==> src/rtl/rgb_to_ypbpr_converter_core_macros.svh <==
// assertion macros for the rgb to ypbpr converter
`ifndef RGB_TO_YPBPR_CONVERTER_CORE_MACROS_SVH
`define RGB_TO_YPBPR_CONVERTER_CORE_MACROS_SVH
`ifndef SYNTHESIS
`define RGBYP_ASSERT(lbl, prop, msg) \
  lbl: assert property (@(posedge clk) disable iff (rst) (prop)) else $error(msg);
`define RGBYP_ASSERT_IMPL(lbl, ante, cons, msg) \
  lbl: assert property (@(posedge clk) disable iff (rst) (ante) |=> (cons)) else $error(msg);
`else
`define RGBYP_ASSERT(lbl, prop, msg)
`define RGBYP_ASSERT_IMPL(lbl, ante, cons, msg)
`endif
`endif

==> src/rtl/rgbyp_pkg.sv <==
`timescale 1ns / 1ps
package rgbyp_pkg;

  localparam int SAMPLE_BITS = 16;
  localparam int FIELD_W     = 16;
  localparam int NUM_W       = 32;
  localparam int DEN_W       = 16;
  localparam int DIV_STEP    = 4;
  localparam int DIV_STAGES  = NUM_W / DIV_STEP;
  localparam int PIPE_DEPTH  = DIV_STAGES + 3;
  localparam int COEF_W      = 18;
  localparam int PROD_W      = NUM_W + 1 + COEF_W;
  localparam int SUM_W       = PROD_W + 2;
  localparam logic [DEN_W-1:0] MAX_VALUE_RESET = 16'd255;

  // bt.601 matrix in q16, rows y, pb, pr; columns r, g, b
  localparam logic signed [COEF_W-1:0] COEF [3][3] = '{
    '{ 18'sd19595,  18'sd38470,  18'sd7471 },
    '{-18'sd11058, -18'sd21710,  18'sd32768},
    '{ 18'sd32768, -18'sd27439, -18'sd5329 }
  };

  localparam logic signed [SUM_W-1:0] Q32_ONE  = SUM_W'(64'sd1 <<< 32);
  localparam logic signed [SUM_W-1:0] Q32_HALF = SUM_W'(64'sd1 <<< 31);

  typedef struct packed {
    logic [FIELD_W-1:0] red;
    logic [FIELD_W-1:0] green;
    logic [FIELD_W-1:0] blue;
  } pixel_in_t;

  typedef struct packed {
    logic        [FIELD_W-1:0] luma;
    logic signed [FIELD_W-1:0] blue_diff;
    logic signed [FIELD_W-1:0] red_diff;
  } pixel_out_t;

endpackage

==> src/rtl/rgbyp_div.sv <==
`timescale 1ns / 1ps
module rgbyp_div (
  input  logic                          clk,
  input  logic                          en,
  input  logic [rgbyp_pkg::NUM_W-1:0]   num,
  input  logic [rgbyp_pkg::DEN_W-1:0]   den,
  output logic [rgbyp_pkg::NUM_W-1:0]   quot
);

  logic [rgbyp_pkg::DEN_W-1:0] rem [rgbyp_pkg::DIV_STAGES];
  logic [rgbyp_pkg::NUM_W-1:0] nq  [rgbyp_pkg::DIV_STAGES];

  // DIV_STEP restoring steps; numerator bits shift out as quotient bits shift in
  function automatic logic [rgbyp_pkg::DEN_W+rgbyp_pkg::NUM_W-1:0] div_step(
    input logic [rgbyp_pkg::DEN_W-1:0] rem_in,
    input logic [rgbyp_pkg::NUM_W-1:0] nq_in,
    input logic [rgbyp_pkg::DEN_W-1:0] d
  );
    logic [rgbyp_pkg::DEN_W:0]   r;
    logic [rgbyp_pkg::NUM_W-1:0] q;
    r = {1'b0, rem_in};
    q = nq_in;
    for (int i = 0; i < rgbyp_pkg::DIV_STEP; i++) begin
      r = {r[rgbyp_pkg::DEN_W-1:0], q[rgbyp_pkg::NUM_W-1]};
      q = {q[rgbyp_pkg::NUM_W-2:0], 1'b0};
      if (r >= {1'b0, d}) begin
        r = r - {1'b0, d};
        q[0] = 1'b1;
      end
    end
    return {r[rgbyp_pkg::DEN_W-1:0], q};
  endfunction

  // one register stage per group of quotient bits
  for (genvar s = 0; s < rgbyp_pkg::DIV_STAGES; s++) begin : g_stage
    if (s == 0) begin : g_first
      always_ff @(posedge clk) begin
        if (en) begin
          {rem[s], nq[s]} <= div_step('0, num, den);
        end
      end
    end else begin : g_rest
      always_ff @(posedge clk) begin
        if (en) begin
          {rem[s], nq[s]} <= div_step(rem[s-1], nq[s-1], den);
        end
      end
    end
  end

  assign quot = nq[rgbyp_pkg::DIV_STAGES-1];

endmodule

==> config.mk <==
export PLATFORM = sky130hd
export DESIGN_NAME = rgbyp_div
export DESIGN_NICKNAME = d
export VERILOG_FILES = /design/src/rtl/rgb_to_ypbpr_converter_core_macros.svh /design/src/rtl/rgbyp_pkg.sv /design/src/rtl/rgbyp_div.sv
export SDC_FILE = /design/constraint.sdc
export NUM_CORES = 2
export LEC_CHECK = 0
export CELL_PAD_IN_SITES_DETAIL_PLACEMENT = 1
export CELL_PAD_IN_SITES_GLOBAL_PLACEMENT = 1
export CORE_ASPECT_RATIO = 1.2
export CORE_UTILIZATION = 47
export DETAILED_ROUTE_END_ITERATION = 8
export DONT_BUFFER_PORTS = 1
export PLACE_DENSITY_LB_ADDON = 0.08
export SYNTH_ARGS = -nofsm -noshare
export SYNTH_HDL_FRONTEND = slang
export SYNTH_SLANG_ARGS = --single-unit
export TNS_END_PERCENT = 10
==> constraint.sdc <==
create_clock -name clk -period 11.8 [get_ports clk]
set_input_delay 1.18 -clock clk [delete_from_list [all_inputs] [get_ports clk]]
set_output_delay 1.18 -clock clk [all_outputs]
set_load 0.05 [all_outputs]
Yosys cells after proc, flatten, opt, wreduce, memory -nomap -nowiden
Index checks and enable logic that the tools add are counted.
Word-level totals
  bits in registers: 368
  input port bits: 50
  output and inout port bits: 32
  logic and storage cells: 165
Cells by class
  multiplexer cells: 87
  add/subtract/negate cells: 31
  magnitude comparators: 32
Operators by type and width (count)
  16-bit two-way mux: 55
  17-bit by 16-bit greater-or-equal comparator with 1-bit output: 31
  16-bit subtractor: 30
  1-bit two-way mux: 32
  1-bit by 16-bit greater-or-equal comparator with 1-bit output: 1
  1-bit by 16-bit subtractor with 16-bit output: 1

Logic depth before layout (Yosys ltp)
  word-level depth: 11
  depth in mapped cells: 51
  depth with buffers taken out: 48

Least setup slack after synthesis
No wires, ideal clock.
  path kind: input -> register
  start: in den[1] (netlist bit)
  end: reg rem[69] (netlist bit) (data pin)
  arrival time: 12.507 ns
  slack: -0.981 ns
  buffers on the path: 5
  required time: 11.525 ns
  stages on the path: 48
  setup time: 0.275 ns
  cell sequence: clkinv_1 -> ha_1 -> nor2b_1 -> o31a_1 -> o21ai_0 -> a311oi_1 -> nor2_1 -> inv_1 -> clkbuf_1 -> o21ai_0 -> inv_1 -> ha_1 -> nor2b_1 -> o31a_1 -> o311ai_0 -> a21oi_1 -> o211ai_1 -> a21boi_0 -> (+12 left out) -> o311a_1 -> buf_2 -> inv_2 -> clkbuf_1 -> mux2i_1 -> ha_1 -> nor2b_1 -> o21a_1 -> o21ai_0 -> a31oi_1 -> o31ai_1 -> o21ai_0 -> a21o_1 -> a21boi_0 -> nand3b_1 -> nand2_1 -> clkbuf_1 -> o221ai_1
On the way
  longest elaborated chain between the ends: 11
RTL lines
  start: declaration: line rgbyp_div.sv:6  | input logic [rgbyp_pkg::DEN_W-1:0] den,
  16-bit subtractor / 17-bit by 16-bit greater-or-equal comparator with 1-bit output (equally long branches): line rgbyp_div.sv:27, rgbyp_div.sv:26
  16-bit two-way mux: line rgbyp_div.sv:26  | if (r >= {1'b0, d}) begin
  16-bit two-way mux: line rgbyp_div.sv:44  | if (en) begin
  16-bit subtractor / 17-bit by 16-bit greater-or-equal comparator with 1-bit output (equally long branches): line rgbyp_div.sv:27, rgbyp_div.sv:26
  16-bit two-way mux: line rgbyp_div.sv:26
  16-bit two-way mux: line rgbyp_div.sv:44
  16-bit subtractor / 17-bit by 16-bit greater-or-equal comparator with 1-bit output (equally long branches): line rgbyp_div.sv:27, rgbyp_div.sv:26
  16-bit two-way mux: line rgbyp_div.sv:26
  16-bit two-way mux: line rgbyp_div.sv:44
  16-bit subtractor / 17-bit by 16-bit greater-or-equal comparator with 1-bit output (equally long branches): line rgbyp_div.sv:27, rgbyp_div.sv:26
  16-bit two-way mux (*): line rgbyp_div.sv:26
  end signal: indexed assignment: line rgbyp_div.sv:45  | {rem[s], nq[s]} <= div_step(rem[s-1], nq[s-1], den);
  end: declaration: line rgbyp_div.sv:10  | logic [rgbyp_pkg::DEN_W-1:0] rem [rgbyp_pkg::DIV_STAGES];
Mark *: on every way between the ends. The rest lies on a longest branch, timed or not. The select of a mux whose other input is x is not followed.
A chain may end at the register's enable or synchronous reset.

Worst setup path in the final report
  start: in den[10] (netlist bit)
  end: reg rem[61] (netlist bit) (data pin)
Same word-level chain as after synthesis.

==> run metrics <==
status complete, no violations; Post-Synthesis Cells 4,117; initial antenna violation count 2; # rows 114; Ys Warns 0; die area 0.0832 sq mm; WP data arrival 11.45 ns; crit path to rem[61]$_DFFE_PP_; Req. time, crit path 12.15 ns; core area 0.0809 sq mm; Finish-stage setup viols 0; final wirelength 123,000 um; initial core utilization 47.7%; clk root buf clkbuf_16; r2r endpoint rem[94]$_DFFE_PP_; Critical Path Max Stage Delay 0.45 ns; I/O Pins 82; CP dominant cell by count a21oi_1; endpoint type of the worst setup path flop; commonest non-fill, non-tap cells in the layout 498 x ha_1, 368 x edfxtp_1, 348 x a21oi_1, 286 x nand2_1, 260 x nor2_1; RSZ-0062 raised after global routing no; DRC Markers 0; most common cell after layout, fill and taps aside ha_1; CP startpoint den[10]; Detailed Route Iter0 Violations 1,671; R2R setup slack 1.10 ns; Worst Tran Pin Value 0.834 ns; Yosys cell types 99; crit path kind in -> reg; vias in the first global route 33.4k; instance area at placement 0.0405 sq mm; CTS buffer count 45; Reg2Reg Depth 38; max-slew violations 0; Relative slew margins 43.9%; Fmax 0.0900 GHz; fraction of layout cells with a size suffix above 1 12.1%; post-synthesis sequential area ratio 28.6%; Mapped Area 0.0386 sq mm; via/cell ratio 6.10; crit path time final 11.11 ns; RR Startpoint rem[109]$_DFFE_PP_; vias post-DR 32.3k; Clock Latency Late Sink 0.62 ns; worst-path fanout max 20; DRT antenna net count 0; final instance area 0.0419 sq mm; first-pass GRT wire length 190,000 um; CTS clk-pin slew, worst paths 0.07 ns; clk sinks 368; Layout Skew 0.0209 ns; EDFF count, synth 368; CTS max path bufs 3; hold_buf cts 0; TNS Setup 0 ns; Die Wd 264 um; Synth Flop Type edfxtp_1; max capacitance violation total 0; htree depth 2; asr flop ratio synth 0%; CTS tree yes; Mapped Nets 4,695; Avg Inst Size Synth 9.37 sq um; total gr overflow 0; P&R area growth vs syn 8.75%; total setup buffers inserted after CTS 0; worst min path class reg -> reg; first-pass detailed-route iteration total 5; largest net degree at the start of global routing 369; final hold violation count 0; CP Launch Type primary input; gr usage total 29.1%; Critical-path top delay cell a211oi_4; Final Cycle Share 94.1%; fin nets 4,787; Die H 316 um; IO Port Bufs 0; Seq cells post-synth 368; Final HPWL DP 95,100 um; WL/cell 23.2 um; routability-driven placement congestion ratio 0.932
metal layers:
layer | GRT usage (%) | share of wire, % | up-vias
met1 | 36.6 | 45 | 15900
met2 | 51.4 | 48 | 518
met3 | 2.90 | 2.9 | 208
li1 | - | - | 15600
met4 | 11.3 | 4.0 | 4
met5 | 0 | 0.027 | -
metrics by stage:
stage / cells / setup WS [ns] / hold WS (ns) / utilization, %
floorplan: 4117 / 0.0937 / 0.400 / -
global route: 5289 / 0.0311 / 0.420 / 51.9
finish: 5290 / 0.695 / 0.412 / 51.9
CTS: 5289 / 0.633 / 0.417 / 51.8
global placement: 5206 / 0.263 / 0.400 / 50.0
detailed placement: 5206 / 0.0431 / 0.405 / 50.0
synth_stat cells (32+ instances only):
master | count | area [sq um]
inv_1 | 208 | 781
nand2_1 | 286 | 1070
nand2b_1 | 56 | 350
o31ai_1 | 34 | 255
a211oi_1 | 32 | 240
o21bai_1 | 55 | 413
ha_1 | 498 | 6230
nor3_1 | 81 | 405
xnor2_1 | 232 | 2030
buf_4 | 33 | 248
a21oi_1 | 348 | 1740
nor2_1 | 260 | 976
mux2i_1 | 40 | 400
o21a_1 | 83 | 623
o21ai_0 | 242 | 1210
edfxtp_1 | 368 | 11100
a21o_1 | 136 | 1020
nor2b_1 | 80 | 500
a31oi_1 | 34 | 213
nand4_1 | 82 | 513
nand3_1 | 70 | 350
mux2_2 | 184 | 2070
xor2_1 | 123 | 1080
cells by family (layout without fill, tap and decap cells):
group | Yosys count | after routing | share of synthesized area, %
adders and majority gates | 528 | 528 | 17.7
DFF | 368 | 368 | 28.6
other | 0 | 1 | 0
xor gates and xnor gates | 355 | 355 | 8.06
muxes | 261 | 261 | 7.76
and+or+nand+nor | 1066 | 1066 | 13.4
AOI/OAI and AO/OA | 1220 | 1220 | 20.7
buffers and inverters | 319 | 447 | 3.66
critical path: cells and delay by family:
kind                     cells  cell delay [ns]
AO/OA/AOI/OAI               25             5.47
adder cells (fa/ha/maj)      4             1.34
buffers and inverters        8             1.47
multiplexers                 3             0.86
AND/OR/NAND/NOR              7             1.08
final cells by class:
type	instances	area (sq um)
Clock inverter	32	280
Antenna cell	1	2.50
Fill cell	9187	38900
Inverter	217	820
Sequential cell	368	11100
Timing Repair Buffer	147	1170
Tap cell	1044	1310
Clock buffer	51	1190
Multi-Input combinational cell	3430	26100
worst min-delay path by stage:
| stage | startpoint | endpoint | slack (ns) | cells after the start |
|---|---|---|---|---|
| 2_1_floorplan | nq[128]$_DFFE_PP_ | nq[100]$_DFFE_PP_ | 0.40 | 0 |
| 3_3_place_gp | nq[101]$_DFFE_PP_ | nq[73]$_DFFE_PP_ | 0.40 | 0 |
| 3_5_place_dp | nq[104]$_DFFE_PP_ | nq[76]$_DFFE_PP_ | 0.41 | 0 |
| 4_1_cts | nq[197]$_DFFE_PP_ | nq[169]$_DFFE_PP_ | 0.42 | 0 |
| 5_1_grt | nq[197]$_DFFE_PP_ | nq[169]$_DFFE_PP_ | 0.42 | 0 |
| 6_report | nq[86]$_DFFE_PP_ | nq[58]$_DFFE_PP_ | 0.41 | 0 |
registers in the layout, indices dropped and copies added, names as in the netlist:
name	flops
rem	112
nq	224
quot	32
what timing repair did:
| item | in CTS | in global routing |
|---|---|---|
| hold endpoints to repair | 0 | 0 |
| endpoints found under the setup margin | 0 | 30 |
| gates resized for setup | 0 | 5 |
Power is not shown: default switching activity piles up to over one toggle a cycle in this logic, so the estimate is an artifact.
